## src/rtl/fom_pkg.sv

```systemverilog
// shared types, codes and sizes of the fifo order matcher
`default_nettype none

package fom_pkg;

   localparam int QTY_W   = 16;
   localparam int PRICE_W = 24;

   // request codes as seen on req_type
   localparam logic [1:0] REQ_PLACE_BUY  = 2'd0;
   localparam logic [1:0] REQ_PLACE_SELL = 2'd1;
   localparam logic [1:0] REQ_MATCH      = 2'd2;
   localparam logic [1:0] REQ_UNUSED     = 2'd3;

   // result kinds
   localparam logic [1:0] RES_ACCEPT = 2'd0;
   localparam logic [1:0] RES_REJECT = 2'd1;
   localparam logic [1:0] RES_MATCH  = 2'd2;
   localparam logic [1:0] RES_DONE   = 2'd3;

   // order book sizing
   localparam int QUEUE_DEPTH_DEFAULT = 16;
   localparam int MAX_RESULTS         = 32;
   localparam int MAX_MATCHES         = MAX_RESULTS - 1;
   localparam int MATCH_CNT_W         = $clog2(MAX_RESULTS);

   // command queue between front and engine
   localparam int CMDQ_DEPTH = 2;
   localparam int CMDQ_PTR_W = $clog2(CMDQ_DEPTH);
   localparam int CMDQ_CNT_W = $clog2(CMDQ_DEPTH + 1);

   typedef struct packed {
      logic [1:0]         op;
      logic [QTY_W-1:0]   qty;
      logic [PRICE_W-1:0] price;
   } cmd_type;

   typedef struct packed {
      logic [PRICE_W-1:0] price;
      logic [QTY_W-1:0]   qty;
   } order_entry_type;

endpackage

`default_nettype wire

```

## src/rtl/fom_front.sv

```systemverilog
// request intake: classifies requests and drops unused codes
`default_nettype none

module fom_front
   import fom_pkg::*;
(
   input  wire logic               clock,
   input  wire logic               reset,
   input  wire logic               req_valid,
   output logic                    req_ready,
   input  wire logic [1:0]         req_type,
   input  wire logic [QTY_W-1:0]   req_order_quantity,
   input  wire logic [PRICE_W-1:0] req_order_price,
   input  wire logic               q_full,
   output logic                    q_push,
   output cmd_type                 q_push_cmd
);

   logic unused_seen_ff;
   logic unused_seen_in;
   logic is_unused;

   always_comb begin
      is_unused = 1'b0;
      unique case (req_type)
         REQ_PLACE_BUY, REQ_PLACE_SELL, REQ_MATCH: is_unused = 1'b0;
         default: is_unused = 1'b1;
      endcase
   end

   // unused codes are swallowed, but still wait for room so order is kept simple
   assign req_ready         = !q_full;
   assign q_push            = req_valid && !q_full && !is_unused;
   assign q_push_cmd.op     = req_type;
   assign q_push_cmd.qty    = req_order_quantity;
   assign q_push_cmd.price  = req_order_price;

   // sticky flag of a dropped request, kept as a debug observable
   assign unused_seen_in = unused_seen_ff || (req_valid && !q_full && is_unused);

   always_ff @(posedge clock) begin
      if (reset) begin
         unused_seen_ff <= 1'b0;
      end else begin
         unused_seen_ff <= unused_seen_in;
      end
   end

endmodule

`default_nettype wire

```

## src/rtl/fom_cmd_queue.sv

```systemverilog
// short command queue between the intake and the matching engine
`default_nettype none

module fom_cmd_queue
   import fom_pkg::*;
(
   input  wire logic clock,
   input  wire logic reset,
   input  wire logic push,
   input  cmd_type   push_cmd,
   output logic      full,
   input  wire logic pop,
   output logic      head_valid,
   output cmd_type   head_cmd
);

   cmd_type                 slot_ff [CMDQ_DEPTH];
   logic [CMDQ_PTR_W-1:0]   wr_ptr_ff;
   logic [CMDQ_PTR_W-1:0]   wr_ptr_in;
   logic [CMDQ_PTR_W-1:0]   rd_ptr_ff;
   logic [CMDQ_PTR_W-1:0]   rd_ptr_in;
   logic [CMDQ_CNT_W-1:0]   count_ff;
   logic [CMDQ_CNT_W-1:0]   count_in;
   logic                    do_push;
   logic                    do_pop;

   assign full       = (count_ff == CMDQ_CNT_W'(CMDQ_DEPTH));
   assign head_valid = (count_ff != '0);
   assign head_cmd   = slot_ff[rd_ptr_ff];
   assign do_push    = push && !full;
   assign do_pop     = pop && head_valid;

   always_comb begin
      wr_ptr_in = wr_ptr_ff;
      rd_ptr_in = rd_ptr_ff;
      count_in  = count_ff;
      if (do_push) begin
         wr_ptr_in = (wr_ptr_ff == CMDQ_PTR_W'(CMDQ_DEPTH - 1)) ? '0 : wr_ptr_ff + 1'b1;
      end
      if (do_pop) begin
         rd_ptr_in = (rd_ptr_ff == CMDQ_PTR_W'(CMDQ_DEPTH - 1)) ? '0 : rd_ptr_ff + 1'b1;
      end
      if (do_push && !do_pop) begin
         count_in = count_ff + 1'b1;
      end else if (do_pop && !do_push) begin
         count_in = count_ff - 1'b1;
      end
   end

   always_ff @(posedge clock) begin
      if (reset) begin
         wr_ptr_ff <= '0;
         rd_ptr_ff <= '0;
         count_ff  <= '0;
      end else begin
         wr_ptr_ff <= wr_ptr_in;
         rd_ptr_ff <= rd_ptr_in;
         count_ff  <= count_in;
      end
   end

   always_ff @(posedge clock) begin
      if (do_push) begin
         slot_ff[wr_ptr_ff] <= push_cmd;
      end
   end

endmodule

`default_nettype wire

```

## src/rtl/fom_engine.sv

```systemverilog
// matching engine: buy and sell ring buffers, match sequencer, output register
`default_nettype none

module fom_engine
   import fom_pkg::*;
#(
   parameter int QUEUE_DEPTH = QUEUE_DEPTH_DEFAULT
) (
   input  wire logic               clock,
   input  wire logic               reset,
   input  wire logic               cmd_valid,
   input  cmd_type                 cmd,
   output logic                    cmd_pop,
   output logic                    rsp_valid,
   input  wire logic               rsp_ready,
   output logic [1:0]              rsp_result_kind,
   output logic [QTY_W-1:0]        rsp_match_quantity,
   output logic [PRICE_W-1:0]      rsp_match_price,
   output logic                    rsp_stopped_on_empty,
   output logic                    rsp_last
);

   localparam int PTR_W = (QUEUE_DEPTH > 1) ? $clog2(QUEUE_DEPTH) : 1;
   localparam int CNT_W = $clog2(QUEUE_DEPTH + 1);
   localparam int SUM_W = CNT_W + 1;

   localparam logic [1:0] S_IDLE = 2'd0;
   localparam logic [1:0] S_READ = 2'd1;
   localparam logic [1:0] S_STEP = 2'd2;

   order_entry_type buy_mem  [QUEUE_DEPTH];
   order_entry_type sell_mem [QUEUE_DEPTH];
   order_entry_type buy_rd_ff;
   order_entry_type sell_rd_ff;

   logic [1:0]             state_ff;
   logic [1:0]             state_in;
   logic [PTR_W-1:0]       buy_head_ff;
   logic [PTR_W-1:0]       buy_head_in;
   logic [PTR_W-1:0]       sell_head_ff;
   logic [PTR_W-1:0]       sell_head_in;
   logic [CNT_W-1:0]       buy_count_ff;
   logic [CNT_W-1:0]       buy_count_in;
   logic [CNT_W-1:0]       sell_count_ff;
   logic [CNT_W-1:0]       sell_count_in;
   logic [MATCH_CNT_W-1:0] match_cnt_ff;
   logic [MATCH_CNT_W-1:0] match_cnt_in;

   logic                   buy_wr_en;
   logic [PTR_W-1:0]       buy_wr_addr;
   order_entry_type        buy_wr_data;
   logic                   sell_wr_en;
   logic [PTR_W-1:0]       sell_wr_addr;
   order_entry_type        sell_wr_data;

   logic [SUM_W-1:0]       buy_sum;
   logic [SUM_W-1:0]       sell_sum;
   logic [PTR_W-1:0]       buy_tail;
   logic [PTR_W-1:0]       sell_tail;
   logic                   buy_full;
   logic                   sell_full;
   logic                   both_nonempty;
   logic                   prices_cross;
   logic                   at_limit;
   logic [QTY_W-1:0]       trade_qty;
   logic [QTY_W-1:0]       buy_left;
   logic [QTY_W-1:0]       sell_left;

   logic                   out_ok;
   logic                   emit;
   logic [1:0]             emit_kind;
   logic [QTY_W-1:0]       emit_qty;
   logic [PRICE_W-1:0]     emit_price;
   logic                   emit_empty;
   logic                   emit_last;

   logic                   rsp_valid_ff;
   logic [1:0]             rsp_kind_ff;
   logic [QTY_W-1:0]       rsp_qty_ff;
   logic [PRICE_W-1:0]     rsp_price_ff;
   logic                   rsp_empty_ff;
   logic                   rsp_last_ff;

   // ring tail: head + count folded once, the sum stays below twice the depth
   assign buy_sum   = SUM_W'(buy_head_ff) + SUM_W'(buy_count_ff);
   assign sell_sum  = SUM_W'(sell_head_ff) + SUM_W'(sell_count_ff);
   assign buy_tail  = (buy_sum >= SUM_W'(QUEUE_DEPTH)) ?
                      PTR_W'(buy_sum - SUM_W'(QUEUE_DEPTH)) : PTR_W'(buy_sum);
   assign sell_tail = (sell_sum >= SUM_W'(QUEUE_DEPTH)) ?
                      PTR_W'(sell_sum - SUM_W'(QUEUE_DEPTH)) : PTR_W'(sell_sum);
   assign buy_full  = (buy_count_ff == CNT_W'(QUEUE_DEPTH));
   assign sell_full = (sell_count_ff == CNT_W'(QUEUE_DEPTH));

   assign both_nonempty = (buy_count_ff != '0) && (sell_count_ff != '0);
   assign prices_cross  = (buy_rd_ff.price >= sell_rd_ff.price);
   assign at_limit      = (match_cnt_ff == MATCH_CNT_W'(MAX_MATCHES));
   assign trade_qty     = (buy_rd_ff.qty < sell_rd_ff.qty) ? buy_rd_ff.qty : sell_rd_ff.qty;
   assign buy_left      = buy_rd_ff.qty - trade_qty;
   assign sell_left     = sell_rd_ff.qty - trade_qty;

   assign out_ok = !rsp_valid_ff || rsp_ready;

   always_comb begin
      state_in      = state_ff;
      buy_head_in   = buy_head_ff;
      sell_head_in  = sell_head_ff;
      buy_count_in  = buy_count_ff;
      sell_count_in = sell_count_ff;
      match_cnt_in  = match_cnt_ff;
      cmd_pop       = 1'b0;
      buy_wr_en     = 1'b0;
      buy_wr_addr   = buy_tail;
      buy_wr_data   = '{price: cmd.price, qty: cmd.qty};
      sell_wr_en    = 1'b0;
      sell_wr_addr  = sell_tail;
      sell_wr_data  = '{price: cmd.price, qty: cmd.qty};
      emit          = 1'b0;
      emit_kind     = RES_ACCEPT;
      emit_qty      = '0;
      emit_price    = '0;
      emit_empty    = 1'b0;
      emit_last     = 1'b1;

      unique case (state_ff)
         S_IDLE: begin
            if (cmd_valid) begin
               unique case (cmd.op)
                  REQ_PLACE_BUY: begin
                     if (out_ok) begin
                        cmd_pop   = 1'b1;
                        emit      = 1'b1;
                        emit_kind = buy_full ? RES_REJECT : RES_ACCEPT;
                        buy_wr_en = !buy_full;
                        if (!buy_full) begin
                           buy_count_in = buy_count_ff + 1'b1;
                        end
                     end
                  end
                  REQ_PLACE_SELL: begin
                     if (out_ok) begin
                        cmd_pop    = 1'b1;
                        emit       = 1'b1;
                        emit_kind  = sell_full ? RES_REJECT : RES_ACCEPT;
                        sell_wr_en = !sell_full;
                        if (!sell_full) begin
                           sell_count_in = sell_count_ff + 1'b1;
                        end
                     end
                  end
                  REQ_MATCH: begin
                     cmd_pop      = 1'b1;
                     match_cnt_in = '0;
                     state_in     = S_READ;
                  end
                  default: begin
                     // unused codes never reach the queue; drain defensively
                     cmd_pop = 1'b1;
                  end
               endcase
            end
         end
         S_READ: begin
            // head entries land in the read registers at this edge
            state_in = S_STEP;
         end
         S_STEP: begin
            if (out_ok) begin
               emit = 1'b1;
               if (both_nonempty && !at_limit && prices_cross) begin
                  emit_kind    = RES_MATCH;
                  emit_qty     = trade_qty;
                  emit_price   = sell_rd_ff.price;
                  emit_last    = 1'b0;
                  match_cnt_in = match_cnt_ff + 1'b1;
                  buy_wr_en    = 1'b1;
                  buy_wr_addr  = buy_head_ff;
                  buy_wr_data  = '{price: buy_rd_ff.price, qty: buy_left};
                  sell_wr_en   = 1'b1;
                  sell_wr_addr = sell_head_ff;
                  sell_wr_data = '{price: sell_rd_ff.price, qty: sell_left};
                  if (buy_left == '0) begin
                     buy_head_in  = (buy_head_ff == PTR_W'(QUEUE_DEPTH - 1)) ?
                                    '0 : buy_head_ff + 1'b1;
                     buy_count_in = buy_count_ff - 1'b1;
                  end
                  if (sell_left == '0) begin
                     sell_head_in  = (sell_head_ff == PTR_W'(QUEUE_DEPTH - 1)) ?
                                     '0 : sell_head_ff + 1'b1;
                     sell_count_in = sell_count_ff - 1'b1;
                  end
                  state_in = S_READ;
               end else begin
                  emit_kind  = RES_DONE;
                  emit_empty = !both_nonempty;
                  state_in   = S_IDLE;
               end
            end
         end
         default: begin
            state_in = S_IDLE;
         end
      endcase
   end

   always_ff @(posedge clock) begin
      if (reset) begin
         state_ff      <= S_IDLE;
         buy_head_ff   <= '0;
         sell_head_ff  <= '0;
         buy_count_ff  <= '0;
         sell_count_ff <= '0;
         match_cnt_ff  <= '0;
         rsp_valid_ff  <= 1'b0;
      end else begin
         state_ff      <= state_in;
         buy_head_ff   <= buy_head_in;
         sell_head_ff  <= sell_head_in;
         buy_count_ff  <= buy_count_in;
         sell_count_ff <= sell_count_in;
         match_cnt_ff  <= match_cnt_in;
         if (emit) begin
            rsp_valid_ff <= 1'b1;
         end else if (rsp_ready) begin
            rsp_valid_ff <= 1'b0;
         end
      end
   end

   always_ff @(posedge clock) begin
      if (emit) begin
         rsp_kind_ff  <= emit_kind;
         rsp_qty_ff   <= emit_qty;
         rsp_price_ff <= emit_price;
         rsp_empty_ff <= emit_empty;
         rsp_last_ff  <= emit_last;
      end
   end

   // order memories, one write and one registered read port each
   always_ff @(posedge clock) begin
      if (buy_wr_en) begin
         buy_mem[buy_wr_addr] <= buy_wr_data;
      end
      buy_rd_ff <= buy_mem[buy_head_ff];
   end

   always_ff @(posedge clock) begin
      if (sell_wr_en) begin
         sell_mem[sell_wr_addr] <= sell_wr_data;
      end
      sell_rd_ff <= sell_mem[sell_head_ff];
   end

   assign rsp_valid            = rsp_valid_ff;
   assign rsp_result_kind      = rsp_kind_ff;
   assign rsp_match_quantity   = rsp_qty_ff;
   assign rsp_match_price      = rsp_price_ff;
   assign rsp_stopped_on_empty = rsp_empty_ff;
   assign rsp_last             = rsp_last_ff;

endmodule

`default_nettype wire

```

## src/rtl/fifo_order_matcher.sv

```systemverilog
// top level of the fifo order matcher: intake, command queue, matching engine
//
// usage
//   req channel (valid/ready): one request per handshake. req_type 0 places a
//   buy order, 1 a sell order, 2 runs matching, 3 is dropped with no result.
//   rsp channel (valid/ready): results in order; rsp_last marks the final
//   result of a request. a place request gives one result (accepted or
//   rejected when its queue is full). a matching request gives up to 31
//   match results then one done result carrying stopped_on_empty.
//   a taken place request is written into the command queue, and the engine
//   then registers its result in the output register; place requests can
//   follow one per cycle when nothing stalls. each match is a head read,
//   then a compare and update of both queue heads.
//   the two-entry command queue lets requests enter while the engine works.
//   when the receiver stalls, the output register holds its result and the
//   engine waits; requests keep entering until the command queue fills.
//   reset (synchronous) empties both order queues and the command queue;
//   the order memories themselves are not cleared.
`default_nettype none

module fifo_order_matcher
   import fom_pkg::*;
#(
   parameter int QUEUE_DEPTH = QUEUE_DEPTH_DEFAULT
) (
   input  wire logic               clock,
   input  wire logic               reset,
   input  wire logic               req_valid,
   output logic                    req_ready,
   input  wire logic [1:0]         req_type,
   input  wire logic [QTY_W-1:0]   req_order_quantity,
   input  wire logic [PRICE_W-1:0] req_order_price,
   output logic                    rsp_valid,
   input  wire logic               rsp_ready,
   output logic [1:0]              rsp_result_kind,
   output logic [QTY_W-1:0]        rsp_match_quantity,
   output logic [PRICE_W-1:0]      rsp_match_price,
   output logic                    rsp_stopped_on_empty,
   output logic                    rsp_last
);

   // front to queue
   logic    q_full;
   logic    q_push;
   cmd_type q_push_cmd;

   // queue to engine
   logic    q_head_valid;
   cmd_type q_head_cmd;
   logic    q_pop;

   // intake classifies requests and drops unused codes
   fom_front u_front (
      .clock              (clock),
      .reset              (reset),
      .req_valid          (req_valid),
      .req_ready          (req_ready),
      .req_type           (req_type),
      .req_order_quantity (req_order_quantity),
      .req_order_price    (req_order_price),
      .q_full             (q_full),
      .q_push             (q_push),
      .q_push_cmd         (q_push_cmd)
   );

   // decouples intake from the engine
   fom_cmd_queue u_cmd_queue (
      .clock      (clock),
      .reset      (reset),
      .push       (q_push),
      .push_cmd   (q_push_cmd),
      .full       (q_full),
      .pop        (q_pop),
      .head_valid (q_head_valid),
      .head_cmd   (q_head_cmd)
   );

   // order rings, matching sequencer and result register
   fom_engine #(
      .QUEUE_DEPTH (QUEUE_DEPTH)
   ) u_engine (
      .clock                (clock),
      .reset                (reset),
      .cmd_valid            (q_head_valid),
      .cmd                  (q_head_cmd),
      .cmd_pop              (q_pop),
      .rsp_valid            (rsp_valid),
      .rsp_ready            (rsp_ready),
      .rsp_result_kind      (rsp_result_kind),
      .rsp_match_quantity   (rsp_match_quantity),
      .rsp_match_price      (rsp_match_price),
      .rsp_stopped_on_empty (rsp_stopped_on_empty),
      .rsp_last             (rsp_last)
   );

endmodule

`default_nettype wire
```

## config.mk

```make
export PLATFORM = sky130hd
export DESIGN_NAME = fifo_order_matcher
export DESIGN_NICKNAME = d
export VERILOG_FILES = /design/src/rtl/fom_pkg.sv /design/src/rtl/fom_front.sv /design/src/rtl/fom_cmd_queue.sv /design/src/rtl/fom_engine.sv /design/src/rtl/fifo_order_matcher.sv
export SDC_FILE = /design/constraint.sdc
export NUM_CORES = 2
export LEC_CHECK = 0
export ABC_AREA = 1
export BUFFER_PORTS_ARGS = -buffer_cell sky130_fd_sc_hd__buf_2
export CAP_MARGIN = 5
export CORE_ASPECT_RATIO = 1.4
export CORE_MARGIN = 5
export CORE_UTILIZATION = 47
export CTS_BUF_LIST = sky130_fd_sc_hd__clkbuf_4
export DETAILED_ROUTE_END_ITERATION = 6
export HOLD_SLACK_MARGIN = 0.03
export PLACE_DENSITY = 0.63
export SLEW_MARGIN = 20
export SYNTH_ARGS = -nofsm -noshare
export SYNTH_HDL_FRONTEND = slang
export SYNTH_HIERARCHICAL = 1
export SYNTH_SLANG_ARGS = --single-unit
```

## constraint.sdc

```tcl
create_clock -name clock -period 12.66 [get_ports clock]
set_clock_uncertainty 0.1 [all_clocks]
set_input_delay 0.633 -clock clock [delete_from_list [all_inputs] [get_ports clock]]
set_output_delay 0.633 -clock clock [all_outputs]
set_load 0.01 [all_outputs]
```

==> summary.md <==
| Metric | Value |
|---|---|
| Ratio of final minimum period to clock period | `0.442` |
| Max-cap check violation count | `0` |
| CP startpoint kind | `flip-flop` |
| Die height | `440 um` |
| Register bit total from synthesis | `1519` |
| Least-Margin Pin Slew | `1.10 ns` |
| Starting DRT DRC Count | `4044` |
| # rows | `157` |
| Port bufs | `91` |
| H-tree Lvls | `5` |
| Root buffer cell | `clkbuf_4` |
| P_sw | `0.00371 W` |
| Fill count | `11123` |
| Drt via density | `5.70` |
| Slew Limit Fails | `0` |
| Post-CTS Resized | `0` |
| First-pass GRT wire length | `249 mm` |
| Cell count after synthesis | `4971` |
| Post-Syn Area | `0.0621 mm2` |
| Routed WL | `168 mm` |
| Core area | `0.131 mm2` |
| Setup-failing EPs final | `0` |
| Top FF cell, synth | `edfxtp_1` |
| Initial antenna violation count | `6` |
| Post-synth top area share | `0.681` |
| Share of flip-flops with an asynchronous set or reset | `0` |
| Syn. warnings | `6` |
| Seq pwr share | `0.504` |
| Setup CP Type | `reg2reg` |
| Sequential share of the synthesized area | `0.717` |
| Post-CTS Setup Inserts | `0` |
| R2r setup slk | `7.07 ns` |
| Hold Vio Cnt, Final | `0` |
| CTS tree | `done` |
| Synth top cells by count | `edfxtp_1 (1408), nor2_1 (792), o21ai_0 (718)` |
| GRT Residual Overflow | `0` |
| Post-Syn Area per Cell | `12.5 um2` |
| Clock Sinks | `1519` |
| Area growth syn-to-layout | `12.5%` |
| Clock power share | `0.309` |
| TritonCTS Buffers | `370` |
| Outcome | `complete, no violations` |
| GPL Wtd Cong | `0.873` |
| Sw frac | `0.296` |
| CP max FO | `62` |
| Leakage | `24.6 nW` |
| DPL Wire Length | `99.8 mm` |
| Boundary pin count | `92` |
| Peak VDD IR | `0.107 mV` |
| Critical path arrival | `6.34 ns` |
| Post-synth EDFFs | `1408` |
| WL per Instance | `22.9 um` |
| Logic pwr share | `0.187` |
| Pwr Density | `180 mW/mm2` |
| Period minus WS final | `5.59 ns` |
| Post-route DRC violation count | `0` |
| Util after Layout | `0.533` |
| Clk Latency, worst-skew pair | `1.25 ns` |
| Syn nets | `5093` |
| Clock-pin slew on the worst setup and hold paths | `0.06 ns` |
| Max Fclk | `0.179 GHz` |
| Starting Density | `0.474` |
| Area leader, netlist | `edfxtp_1` |
| Clock Path Buffers | `4` |
| Total track usage | `0.236` |
| Setup crit end kind | `flip-flop` |
| Largest net degree at the start of global routing | `199` |
| Worst Reg2Reg Path Length in Cells | `25` |
| Via count | `41755` |
| 1st-pass router iterations | `6` |
| Hold path cells | `2` |
| Die Wd | `317 um` |
| DIE AREA | `0.140 mm2` |
| RSZ-0062 raised after global routing | `false` |
| Vias in the first global route | `40833` |
| Most frequent cell after synthesis | `edfxtp_1` |
| Internal power | `0.00882 W` |
| WP data required | `13.41 ns` |
| Worst hold path type | `in2reg` |
| Relative slew margins | `0.266` |
| ANT nets after route | `0` |
| Post-synthesis cell type count | `54` |
| Layout cell share with drive strength beyond 1 | `0.171` |
| Nets | `5428` |
| Setup TNS after final layout | `0 ns` |
| Area contributors post-synth | `edfxtp_1 (68%), o21ai_0 (5.8%), nor2_1 (4.8%)` |
==> cell type report <==
class	count	area, um2	area share
tap	1749	2190	0.0314
clock inverter	98	474	0.00679
sequential	1519	44500	0.638
timing repair buffer	295	2230	0.0319
antenna	4	10.0	0.000143
multi-input combinational	2937	15600	0.224
inverter	183	709	0.0102
clock buffer	538	4040	0.0579
==> routing by layer <==
layer | vias to the layer above | share of wire | GRT usage
met5 | - | 0.00023 | 0
met2 | 1724 | 0.50 | 0.401
li1 | 19044 | - | -
met3 | 315 | 0.077 | 0.0483
met1 | 20666 | 0.39 | 0.305
met4 | 6 | 0.029 | 0.0815
==> logic make-up (layout without fill, tap and decap cells) <==
logic type | count (synthesis) | after routing | synth area share
adders and majority gates | 76 | 76 | 0.0160
xor gates and xnor gates | 16 | 16 | 0.00226
muxes | 42 | 42 | 0.0100
and+or+nand+nor | 1644 | 1644 | 0.111
other | 0 | 4 | 0
DFF | 1519 | 1519 | 0.717
AOI/OAI and AO/OA | 1159 | 1159 | 0.108
buffers and inverters | 515 | 1114 | 0.0357
==> repair_timing <==
action | 4_1_cts | 5_1_grt
endpoints found under the hold margin | 119 | 0
hold buffers | 86 | 0
setup endpoints to repair | 0 | 0
==> registers in the layout, summed over array words and instances (netlist names), named ones only <==
signal	flops
u_cmd_queue/wr_ptr_ff	1
u_cmd_queue/rd_ptr_ff	1
u_engine/sell_rd_ff	40
u_engine/rsp_stopped_on_empty	1
u_engine/buy_mem	640
u_cmd_queue/count_ff	2
u_engine/rsp_match_quantity	16
u_engine/sell_mem	640
u_engine/rsp_valid	1
u_engine/rsp_match_price	24
u_engine/match_cnt_ff	5
u_engine/buy_head_ff	4
u_engine/sell_head_ff	4
u_engine/rsp_result_kind	2
u_engine/state_ff	2
u_cmd_queue/slot_ff	84
u_engine/buy_count_ff	5
u_engine/sell_count_ff	5
u_engine/rsp_last	1
u_engine/buy_rd_ff	40
==> power groups by stage <==
stage          clock network [W]  registers [W]  logic (W)
2_1_floorplan                  0        0.00641    0.00137
3_3_place_gp                   0        0.00642    0.00226
3_5_place_dp                   0        0.00642    0.00229
4_1_cts                  0.00398        0.00631    0.00232
5_1_grt                  0.00425        0.00633    0.00255
6_report                 0.00388        0.00631    0.00234
==> path summary, 6_finish.rpt <==
kind,startpoint,to
max,u_engine/buy_rd_ff[16],u_engine/sell_mem[9][30]
max reg2reg,u_engine/buy_rd_ff[16],u_engine/sell_mem[9][30]
min,req_type[1],u_cmd_queue/slot_ff[1][41]
min reg2reg,u_engine/match_cnt_ff[2],u_engine/match_cnt_ff[2]
==> cells in the final DEF, fill, tap and decap left out, types with 70 or more instances in the layout <==
cell type	Yosys	layout
ha_1	70	70
inv_1	161	159
edfxtp_1	1408	1408
o22ai_1	187	187
clkbuf_4	0	538
nand3_1	221	221
dfxtp_1	111	104
clkinv_1	7	77
dlygate4sd3_1	0	86
buf_4	42	116
buf_2	4	91
o21ai_0	718	716
nand2_1	517	516
nor2_1	792	755
o221ai_1	135	135
==> worst max-delay path, cell delays in order (launching register included) <==
cell,delay (ns)
dfxtp_1,0.31
inv_1,0.05
ha_1,0.27
inv_1,0.04
nand2_1,0.05
a21oi_1,0.06
o21ai_0,0.18
nand3_1,0.09
nand2_1,0.08
nand3_1,0.07
nand2_1,0.14
nand2_1,0.07
nand2_1,0.07
a21oi_1,0.06
o21ai_0,0.15
nand2_1,0.15
nor2_4,0.34
buf_4,0.49
inv_4,0.34
o31ai_1,0.17
buf_4,0.23
inv_1,0.05
nor2_1,0.12
nand2_1,0.25
nor2_4,0.75
buf_4,0.44
==> per-stage QoR <==
| step | instance area [um2] | std cells | setup WS, ns | power (W) | hold WS, ns |
|---|---|---|---|---|---|
| after floorplan | 62100 | 4971 | 8.10 | 0.00778 | 0.335 |
| after global placement | 64400 | 6597 | 7.11 | 0.00867 | 0.369 |
| after detailed placement | 64400 | 6597 | 7.12 | 0.00871 | 0.362 |
| after CTS | 69800 | 7319 | 7.05 | 0.0126 | 0.0449 |
| after global routing | 69800 | 7320 | 6.55 | 0.0131 | 0.101 |
| final | 69800 | 7323 | 7.07 | 0.0125 | 0.202 |
No activity file was read; power rests on OpenSTA's default activity.
